**src/rtl/cbr_pkg.sv**
```systemverilog
// package: constants and register codes for the cubic root bisection core
package cbr_pkg;

  // default configuration of the search
  localparam int unsigned ITERATIONS_DEF  = 24;
  localparam int unsigned UPPER_BOUND_DEF = 30;

  // number formats
  localparam int unsigned COEF_W  = 32;           // Q16.16 coefficients and constant term
  localparam int unsigned TOL_W   = 16;           // tolerance width
  localparam int unsigned ACC_W   = 64;           // Horner accumulator width
  localparam int unsigned HALF_W  = 32;           // multiplier operand width
  localparam int unsigned FRAC_X  = 19;           // fraction bits of the abscissa
  localparam int unsigned P1_SH   = HALF_W - FRAC_X;  // left shift of the high partial product
  localparam int unsigned P1_TOP  = ACC_W - 1 - P1_SH;  // high partial product must stay below 2^P1_TOP
  localparam int unsigned ROOT_W  = 5;
  localparam int unsigned ROOT_MAX = 31;

  // register reset values
  localparam logic signed [COEF_W-1:0] COEF_CUBIC_RST  = 32'sd0;
  localparam logic signed [COEF_W-1:0] COEF_SQUARE_RST = 32'sd0;
  localparam logic signed [COEF_W-1:0] COEF_LINEAR_RST = 32'sd65536;
  localparam logic [TOL_W-1:0]         TOLERANCE_RST   = 16'd7;

  // configuration register indexes
  typedef enum logic [1:0] {
    CFG_COEF_CUBIC  = 2'd0,
    CFG_COEF_SQUARE = 2'd1,
    CFG_COEF_LINEAR = 2'd2,
    CFG_TOLERANCE   = 2'd3
  } cfg_reg_e;

endpackage

```
**src/rtl/cubic_root_bisection_core.sv**
```systemverilog
// top level: bisection root finder for a cubic with one shared 32-bit by abscissa multiplier
// a search runs up to ITERATIONS bisection steps, each three Horner passes and a decide step,
//   from input transaction to result, plus any stall on a waiting result; converging ends early
// items are taken one at a time, since the search holds the single shared multiplier; a new
//   item may be taken while the previous result still waits on the output register
// reset clears control and loads the coefficient registers; no memory, no clearing pass
module cubic_root_bisection_core
  import cbr_pkg::*;
#(
  parameter int unsigned ITERATIONS  = ITERATIONS_DEF,
  parameter int unsigned UPPER_BOUND = UPPER_BOUND_DEF
) (
  input  logic                     clk_i,
  input  logic                     rst_ni,
  // configuration write channel
  input  logic                     cfg_valid_i,
  output logic                     cfg_ready_o,
  input  logic [1:0]               cfg_index_i,
  input  logic [COEF_W-1:0]        cfg_data_i,
  // input channel
  input  logic                     in_valid_i,
  output logic                     in_ready_o,
  input  logic signed [COEF_W-1:0] constant_term_i,
  // result channel
  output logic                     out_valid_o,
  input  logic                     out_ready_i,
  output logic [ROOT_W-1:0]        root_rounded_o,
  output logic                     converged_o
);

  // abscissa width follows the upper bound of the search interval
  localparam int unsigned X_W   = $clog2(UPPER_BOUND + 1) + FRAC_X;
  localparam int unsigned P_W   = HALF_W + X_W;        // partial product width
  localparam int unsigned IT_W  = $clog2(ITERATIONS);
  localparam int unsigned RND_W = X_W + 1 - FRAC_X;    // rounded root before clamping
  localparam int unsigned RX_W  = (RND_W > ROOT_W) ? RND_W : ROOT_W;

  localparam logic [X_W-1:0]      HI_INIT  = X_W'(UPPER_BOUND) << FRAC_X;
  localparam logic [X_W:0]        RND_HALF = (X_W + 1)'(1) << (FRAC_X - 1);
  localparam logic [IT_W-1:0]     IT_LAST  = IT_W'(ITERATIONS - 1);
  localparam logic [ACC_W-2:0]    SAT_MAG  = {(ACC_W - 1){1'b1}};
  localparam logic signed [ACC_W:0] SAT_POS = {2'b00, SAT_MAG};
  localparam logic signed [ACC_W:0] SAT_NEG = -SAT_POS;

  // sequencer: mag -> mulh -> mull -> scale -> add, three times, then decide
  typedef enum logic [2:0] {
    ST_IDLE,
    ST_MAG,
    ST_MULH,
    ST_MULL,
    ST_SCALE,
    ST_ADD,
    ST_DECIDE
  } state_e;

  state_e state_q;
  logic [1:0]      step_q;     // Horner step within one polynomial evaluation
  logic [IT_W-1:0] it_q;       // bisection step count

  // configuration registers
  logic signed [COEF_W-1:0] coef_cubic_q, coef_square_q, coef_linear_q;
  logic [TOL_W-1:0]         tol_q;

  // datapath registers
  logic [X_W-1:0]           lo_q, hi_q, mid_q;
  logic signed [ACC_W-1:0]  flo_q;    // value kept for the lower end
  logic signed [ACC_W-1:0]  acc_q;    // Horner accumulator
  logic signed [COEF_W-1:0] d_q;
  logic                     neg_q;
  logic [ACC_W-1:0]         mag_q;
  logic [P_W-1:0]           p1_q, p0_q;
  logic [ACC_W-2:0]         s_q;      // saturated product magnitude

  // result registers
  logic                     out_valid_q;
  logic [ROOT_W-1:0]        root_q;
  logic                     conv_q;

  logic in_accept;
  assign in_ready_o  = (state_q == ST_IDLE);
  assign in_accept   = in_valid_i && in_ready_o;
  assign cfg_ready_o = 1'b1;

  // configuration writes
  always_ff @(posedge clk_i or negedge rst_ni) begin
    if (!rst_ni) begin
      coef_cubic_q  <= COEF_CUBIC_RST;
      coef_square_q <= COEF_SQUARE_RST;
      coef_linear_q <= COEF_LINEAR_RST;
      tol_q         <= TOLERANCE_RST;
    end else if (cfg_valid_i) begin
      unique case (cfg_reg_e'(cfg_index_i))
        CFG_COEF_CUBIC:  coef_cubic_q  <= cfg_data_i;
        CFG_COEF_SQUARE: coef_square_q <= cfg_data_i;
        CFG_COEF_LINEAR: coef_linear_q <= cfg_data_i;
        CFG_TOLERANCE:   tol_q         <= cfg_data_i[TOL_W-1:0];
      endcase
    end
  end

  // shared multiplier: high half of the magnitude in mulh, low half in mull
  logic [HALF_W-1:0] mul_a;
  logic [P_W-1:0]    prod;
  assign mul_a = (state_q == ST_MULH) ? mag_q[ACC_W-1:HALF_W] : mag_q[HALF_W-1:0];
  assign prod  = P_W'(mul_a) * P_W'(mid_q);

  // scale: (p1 << 13) + (p0 >> 19), saturating on the magnitude
  logic             p1_big;
  logic [ACC_W-1:0] scaled;
  logic [ACC_W-2:0] s_d;
  assign p1_big = |p1_q[P_W-1:P1_TOP];
  assign scaled = {1'b0, p1_q[P1_TOP-1:0], {P1_SH{1'b0}}} + ACC_W'(p0_q[P_W-1:FRAC_X]);
  assign s_d    = (p1_big || scaled[ACC_W-1]) ? SAT_MAG : scaled[ACC_W-2:0];

  // add: signed product plus next coefficient, saturating to +-(2^63 - 1)
  logic signed [COEF_W-1:0] add_coef;
  logic signed [ACC_W:0]    coef_ext, prod_ext, add_sum;
  logic signed [ACC_W-1:0]  add_d;
  always_comb begin
    unique case (step_q)
      2'd0:    add_coef = coef_square_q;
      2'd1:    add_coef = coef_linear_q;
      default: add_coef = d_q;
    endcase
    coef_ext = {{(ACC_W + 1 - COEF_W){add_coef[COEF_W-1]}}, add_coef};
    prod_ext = {2'b00, s_q};
    add_sum  = neg_q ? (coef_ext - prod_ext) : (coef_ext + prod_ext);
    if (add_sum > SAT_POS) begin
      add_d = SAT_POS[ACC_W-1:0];
    end else if (add_sum < SAT_NEG) begin
      add_d = SAT_NEG[ACC_W-1:0];
    end else begin
      add_d = add_sum[ACC_W-1:0];
    end
  end

  // decide: sign test, tolerance test and the next interval
  logic signed [ACC_W-1:0] tol_ext;
  logic                    sign_chg, conv, finished, stall;
  logic [X_W-1:0]          lo_d, hi_d;
  logic signed [ACC_W-1:0] flo_d;
  logic [X_W:0]            mid_sum;
  always_comb begin
    tol_ext  = {{(ACC_W - TOL_W){1'b0}}, tol_q};
    sign_chg = ((acc_q < 0) && (flo_q > 0)) || ((acc_q > 0) && (flo_q < 0));
    conv     = (acc_q < tol_ext) && (acc_q > -tol_ext);
    finished = conv || (it_q == IT_LAST);
    stall    = finished && out_valid_q && !out_ready_i;
    lo_d     = lo_q;
    hi_d     = hi_q;
    flo_d    = flo_q;
    if (sign_chg) begin
      hi_d = mid_q;
    end else begin
      lo_d  = mid_q;
      flo_d = acc_q;
    end
    mid_sum = {1'b0, lo_d} + {1'b0, hi_d};
  end

  // result valid: set when a search finishes, cleared when the result is taken
  logic result_load, out_valid_d;
  assign result_load = (state_q == ST_DECIDE) && finished && !stall;
  assign out_valid_d = result_load || (out_valid_q && !out_ready_i);

  // rounding of the final midpoint, half up, clamped to the field range
  logic [X_W:0]      rnd_sum;
  logic [RX_W-1:0]   rnd_ext;
  logic [ROOT_W-1:0] root_d;
  assign rnd_sum = {1'b0, mid_q} + RND_HALF;
  assign rnd_ext = RX_W'(rnd_sum[X_W:FRAC_X]);
  assign root_d  = (rnd_ext > RX_W'(ROOT_MAX)) ? ROOT_W'(ROOT_MAX) : rnd_ext[ROOT_W-1:0];

  // sequencer and result register
  always_ff @(posedge clk_i or negedge rst_ni) begin
    if (!rst_ni) begin
      state_q     <= ST_IDLE;
      step_q      <= 2'd0;
      it_q        <= '0;
      out_valid_q <= 1'b0;
      root_q      <= '0;
      conv_q      <= 1'b0;
    end else begin
      out_valid_q <= out_valid_d;
      unique case (state_q)
        ST_IDLE: begin
          if (in_accept) begin
            step_q  <= 2'd0;
            it_q    <= '0;
            state_q <= ST_MAG;
          end
        end
        ST_MAG:   state_q <= ST_MULH;
        ST_MULH:  state_q <= ST_MULL;
        ST_MULL:  state_q <= ST_SCALE;
        ST_SCALE: state_q <= ST_ADD;
        ST_ADD: begin
          if (step_q == 2'd2) begin
            state_q <= ST_DECIDE;
          end else begin
            step_q  <= step_q + 2'd1;
            state_q <= ST_MAG;
          end
        end
        ST_DECIDE: begin
          if (!stall) begin
            step_q <= 2'd0;
            if (finished) begin
              root_q  <= root_d;
              conv_q  <= conv;
              state_q <= ST_IDLE;
            end else begin
              it_q    <= it_q + IT_W'(1);
              state_q <= ST_MAG;
            end
          end
        end
        default: state_q <= ST_IDLE;
      endcase
    end
  end

  // datapath registers, no reset needed
  always_ff @(posedge clk_i) begin
    unique case (state_q)
      ST_IDLE: begin
        if (in_accept) begin
          lo_q  <= '0;
          hi_q  <= HI_INIT;
          mid_q <= HI_INIT >> 1;
          d_q   <= constant_term_i;
          flo_q <= {{(ACC_W - COEF_W){constant_term_i[COEF_W-1]}}, constant_term_i};
          acc_q <= {{(ACC_W - COEF_W){coef_cubic_q[COEF_W-1]}}, coef_cubic_q};
        end
      end
      ST_MAG: begin
        neg_q <= acc_q[ACC_W-1];
        mag_q <= acc_q[ACC_W-1] ? -acc_q : acc_q;
      end
      ST_MULH:  p1_q  <= prod;
      ST_MULL:  p0_q  <= prod;
      ST_SCALE: s_q   <= s_d;
      ST_ADD:   acc_q <= add_d;
      ST_DECIDE: begin
        if (!stall) begin
          lo_q  <= lo_d;
          hi_q  <= hi_d;
          flo_q <= flo_d;
          mid_q <= mid_sum[X_W:1];
          acc_q <= {{(ACC_W - COEF_W){coef_cubic_q[COEF_W-1]}}, coef_cubic_q};
        end
      end
      default: ;
    endcase
  end

  assign out_valid_o    = out_valid_q;
  assign root_rounded_o = root_q;
  assign converged_o    = conv_q;

`ifndef ASSERT_OFF
  // an accepted transaction starts the first magnitude step
  a_accept_starts: assert property (@(posedge clk_i) disable iff (!rst_ni)
    in_accept |=> (state_q == ST_MAG))
    else $error("accepted transaction did not start evaluation");

  // the interval never inverts while a search is running
  a_interval_order: assert property (@(posedge clk_i) disable iff (!rst_ni)
    (state_q != ST_IDLE) |-> (hi_q >= lo_q) && (mid_q >= lo_q) && (mid_q <= hi_q))
    else $error("bisection interval out of order");

  // saturation keeps the accumulator off the most negative code
  a_acc_symmetric: assert property (@(posedge clk_i) disable iff (!rst_ni)
    (state_q == ST_DECIDE) |-> (acc_q != {1'b1, {(ACC_W - 1){1'b0}}}))
    else $error("accumulator reached the unsaturated negative limit");

  // a zero tolerance can never report convergence
  a_conv_needs_tol: assert property (@(posedge clk_i) disable iff (!rst_ni)
    (out_valid_o && converged_o) |-> (tol_q != '0))
    else $error("converged with zero tolerance");

  // a result waiting on the output is never overwritten
  a_result_held: assert property (@(posedge clk_i) disable iff (!rst_ni)
    (out_valid_q && !out_ready_i) |=> out_valid_q && $stable(root_q) && $stable(conv_q))
    else $error("pending result changed");
`endif

endmodule

```
**config.mk**
```make
export PLATFORM = sky130hd
export DESIGN_NAME = cubic_root_bisection_core
export DESIGN_NICKNAME = d
export VERILOG_FILES = /design/src/rtl/cbr_pkg.sv /design/src/rtl/cubic_root_bisection_core.sv
export SDC_FILE = /design/constraint.sdc
export NUM_CORES = 2
export LEC_CHECK = 0
export ABC_AREA = 1
export BUFFER_PORTS_ARGS = -buffer_cell sky130_fd_sc_hd__buf_2
export CAP_MARGIN = 20
export CORE_UTILIZATION = 25
export CTS_BUF_LIST = sky130_fd_sc_hd__clkbuf_2
export CTS_CLUSTER_SIZE = 28
export DETAILED_ROUTE_END_ITERATION = 8
export GPL_TIMING_DRIVEN = 0
export MAX_ROUTING_LAYER = met4
export PLACE_DENSITY = 0.46
export SLEW_MARGIN = 20
export SYNTH_ARGS = -nofsm -noshare
export SYNTH_HDL_FRONTEND = slang
export SYNTH_SLANG_ARGS = --single-unit
```
**constraint.sdc**
```tcl
create_clock -name clk_i -period 13.1 [get_ports clk_i]
set_clock_uncertainty 0.15 [all_clocks]
set_input_delay 2.62 -clock clk_i [delete_from_list [all_inputs] [get_ports clk_i]]
set_output_delay 2.62 -clock clk_i [all_outputs]
set_load 0.005 [all_outputs]
```
==> results.md <==
* Crit path largest cell delay at 1.01 ns
* Post-synth net total at 8843
* Buffers on Ports at 78
* Initial antenna violation count at 16
* Fmax at 0.0945 GHz
* HP Start: root_rounded_o[1]
* Relative slew slack at 18.6%
* TritonCTS Buffers at 166
* Die Y-Extent at 498 um
* Drt total wl at 237000 um
* H-tree levels at 4
* Layout cells sized above 1 at 6.93%
* Crit end category: register
* CTS tree: yes
* Max-Cap Viols at 0
* Placer Congestion at 0.944
* #FFs+latches synth at 582
* Pin count of the biggest net entering global routing at 73
* Clock latency at the later pin of the worst-skew pair at 1.62 ns
* Final Slew Violations at 0
* Synth Flop Type: edfxtp_1
* Status: complete, no violations
* Setup CP Type: reg -> reg
* FFs w/ async S/R, synth at 22.2%
* CTS root buffer: clkbuf_2
* Final hold vios at 0
* Mapped cell area at 61500 um2
* Clk buf depth at 3
* Ys Warns at 0
* Register area share after synthesis at 27.4%
* Reg2Reg Launch Point: state_q[0]
* Worst-path clk slew at 0.10 ns
* Worst setup path startpoint: state_q[0]
* CTS resizes at 0
* FF-to-FF End: p1_q[50]
* Critical-path maximum fanout at 10
* GRT Total Usage at 19.7%
* Die Wd at 498 um
* Slowest CP cell: o21ai_1
* Critical Path Start Type: register
* Vias in the first global route at 52500
* R2R Setup Slk at 2.52 ns
* Slew @ Worst Pin at 1.21 ns
* HP Class: reg -> reg
* Post-CTS Setup Bufs at 0
* Detailed-route DRC error count at 0
* First-pass GRT wire length at 350000 um
* Vias at 52300
* Router iterations before antenna repair at 6
* Post-Synthesis Cells at 7730
* # hold bufs at CTS at 0
* Synthesized area per cell at 7.95 um2
* Clock sinks at 582
* Top cell by count, worst path: fa_1
* Die area at 248000 um2
* GRT overflow at 0
* Fin nets at 9115
* Worst setup endpoint: p1_q[50]
* Standard-cell row count at 181
* Distinct cells, synth at 64
* Initial drt markers at 4161
* Antenna-violating nets left at 0
* Final setup vio count at 0
* Core area at 244000 um2
* Final setup TNS at 0 ns
* Arrival time worst endpoint at 11.73 ns
* EDFF count, synth at 453
* Via density at 4.62
* P&R area growth vs syn at 10.6%
* I/O Pins at 80
* Avg WL per Cell at 20.9 um
* Required @ worst endpoint at 14.25 ns
* Worst R2R Path Depth at 30
* HPWL Detailed at 198000 um
* Final Cycle Share at 80.8%
* Minimum clock period at 10.58 ns
* RSZ-0062 raised after global routing: no
* Fill count at 26700
* Initial Util at 25.2%
[cell families after synthesis]
group | share of synthesized area, %
AO/OA/AOI/OAI | 7.40
XOR/XNOR | 3.02
adder cells (fa/ha/maj) | 29.3
buffers and inverters | 11.2
flip-flops | 27.4
other | 0.00610
AND/OR/NAND/NOR | 21.7
[routing by layer]
| layer | vias to the layer above | part of all wire (%) | global-route usage (%) |
|---|---|---|---|
| li1 | 24600 | - | - |
| met1 | 25900 | 47 | 26.9 |
| met2 | 1577 | 45 | 30.1 |
| met3 | 244 | 6.4 | 3.27 |
| met4 | 0 | 2.2 | 4.64 |
| met5 | - | 0 | - |
[cell usage after synthesis, types with 22 or more instances]
cell type,instances,area share (%)
nand3_1,239,1.9
fa_1,661,22
xnor2_1,53,0.76
xor2_1,159,2.3
nor2_1,885,5.4
o21ai_0,393,3.2
or2_2,105,1.1
o21a_1,22,0.27
clkbuf_1,217,1.3
nand4_1,60,0.61
nor4_1,55,0.56
ha_1,381,7.8
a31oi_1,36,0.37
edfxtp_1,453,22
dfrtp_1,125,5.1
nand2_1,1748,11
nand3b_1,23,0.28
inv_1,1569,9.6
a21oi_1,295,2.4
nor3_1,75,0.61
[critical path: cells and delay by family (launching register included)]
family | cells | cell delay (ns)
xor+xnor | 1 | 0.27
buf+inv | 9 | 1.93
compound gates | 9 | 2.79
fa+ha+maj | 8 | 3.96
simple gates | 3 | 0.80
flops | 1 | 0.46
[worst min path at each step]
stage / depth (start not counted) / slack [ns] / endpoint
6_report: 2 / 0.33 / root_rounded_o[1]
3_3_place_gp: 2 / 0.30 / root_rounded_o[1]
5_1_grt: 1 / 0.36 / root_rounded_o[2]
2_1_floorplan: 2 / 0.30 / coef_cubic_q[10]
3_5_place_dp: 2 / 0.32 / root_rounded_o[1]
4_1_cts: 2 / 0.34 / root_rounded_o[1]
[flip-flops by register name (all words and copies together), names as in the netlist, 24 cells and up]
name           flops
coef_cubic_q      32
s_q               63
hi_q              24
p1_q              56
coef_linear_q     32
p0_q              37
mid_q             24
coef_square_q     32
acc_q             64
flo_q             64
d_q               32
mag_q             64
lo_q              24
[cells in the final DEF (no fill, tap or decap), drive strengths merged, types with 125 or more instances in the layout]
cell type	n
a21oi	297
buf	128
clkbuf	459
dfrtp	125
edfxtp	453
fa	661
ha	381
inv	1581
nand2	1752
nand3	241
nor2	894
o21ai	411
xor2	159
[cell type report]
type / instances / area [um2] / share of cell area, %
antenna: 9 / 22.5 / 0.0331
buffer: 241 / 975 / 1.43
clock buffer: 242 / 1210 / 1.78
clock inverter: 51 / 367 / 0.539
inverter: 1583 / 5940 / 8.74
multi-input combinational: 5324 / 37800 / 55.6
sequential: 582 / 16800 / 24.8
tap: 3202 / 4010 / 5.89
timing repair buffer: 104 / 817 / 1.20
[per-stage QoR]
stage	instances	setup WS (ns)	utilization [%]	hold slack (ns)	area, um2
4_1_cts	11300	2.68	27.9	0.337	68000
3_5_place_dp	11000	2.72	27.2	0.317	66400
6_report	11300	2.52	27.9	0.326	68000
5_1_grt	11300	2.12	27.9	0.359	68000
3_3_place_gp	11000	0.666	27.0	0.305	65900
2_1_floorplan	7730	3.91	-	0.296	61500
Power is not shown: default switching activity piles up to over one toggle a cycle in this logic, so the estimate is an artifact.
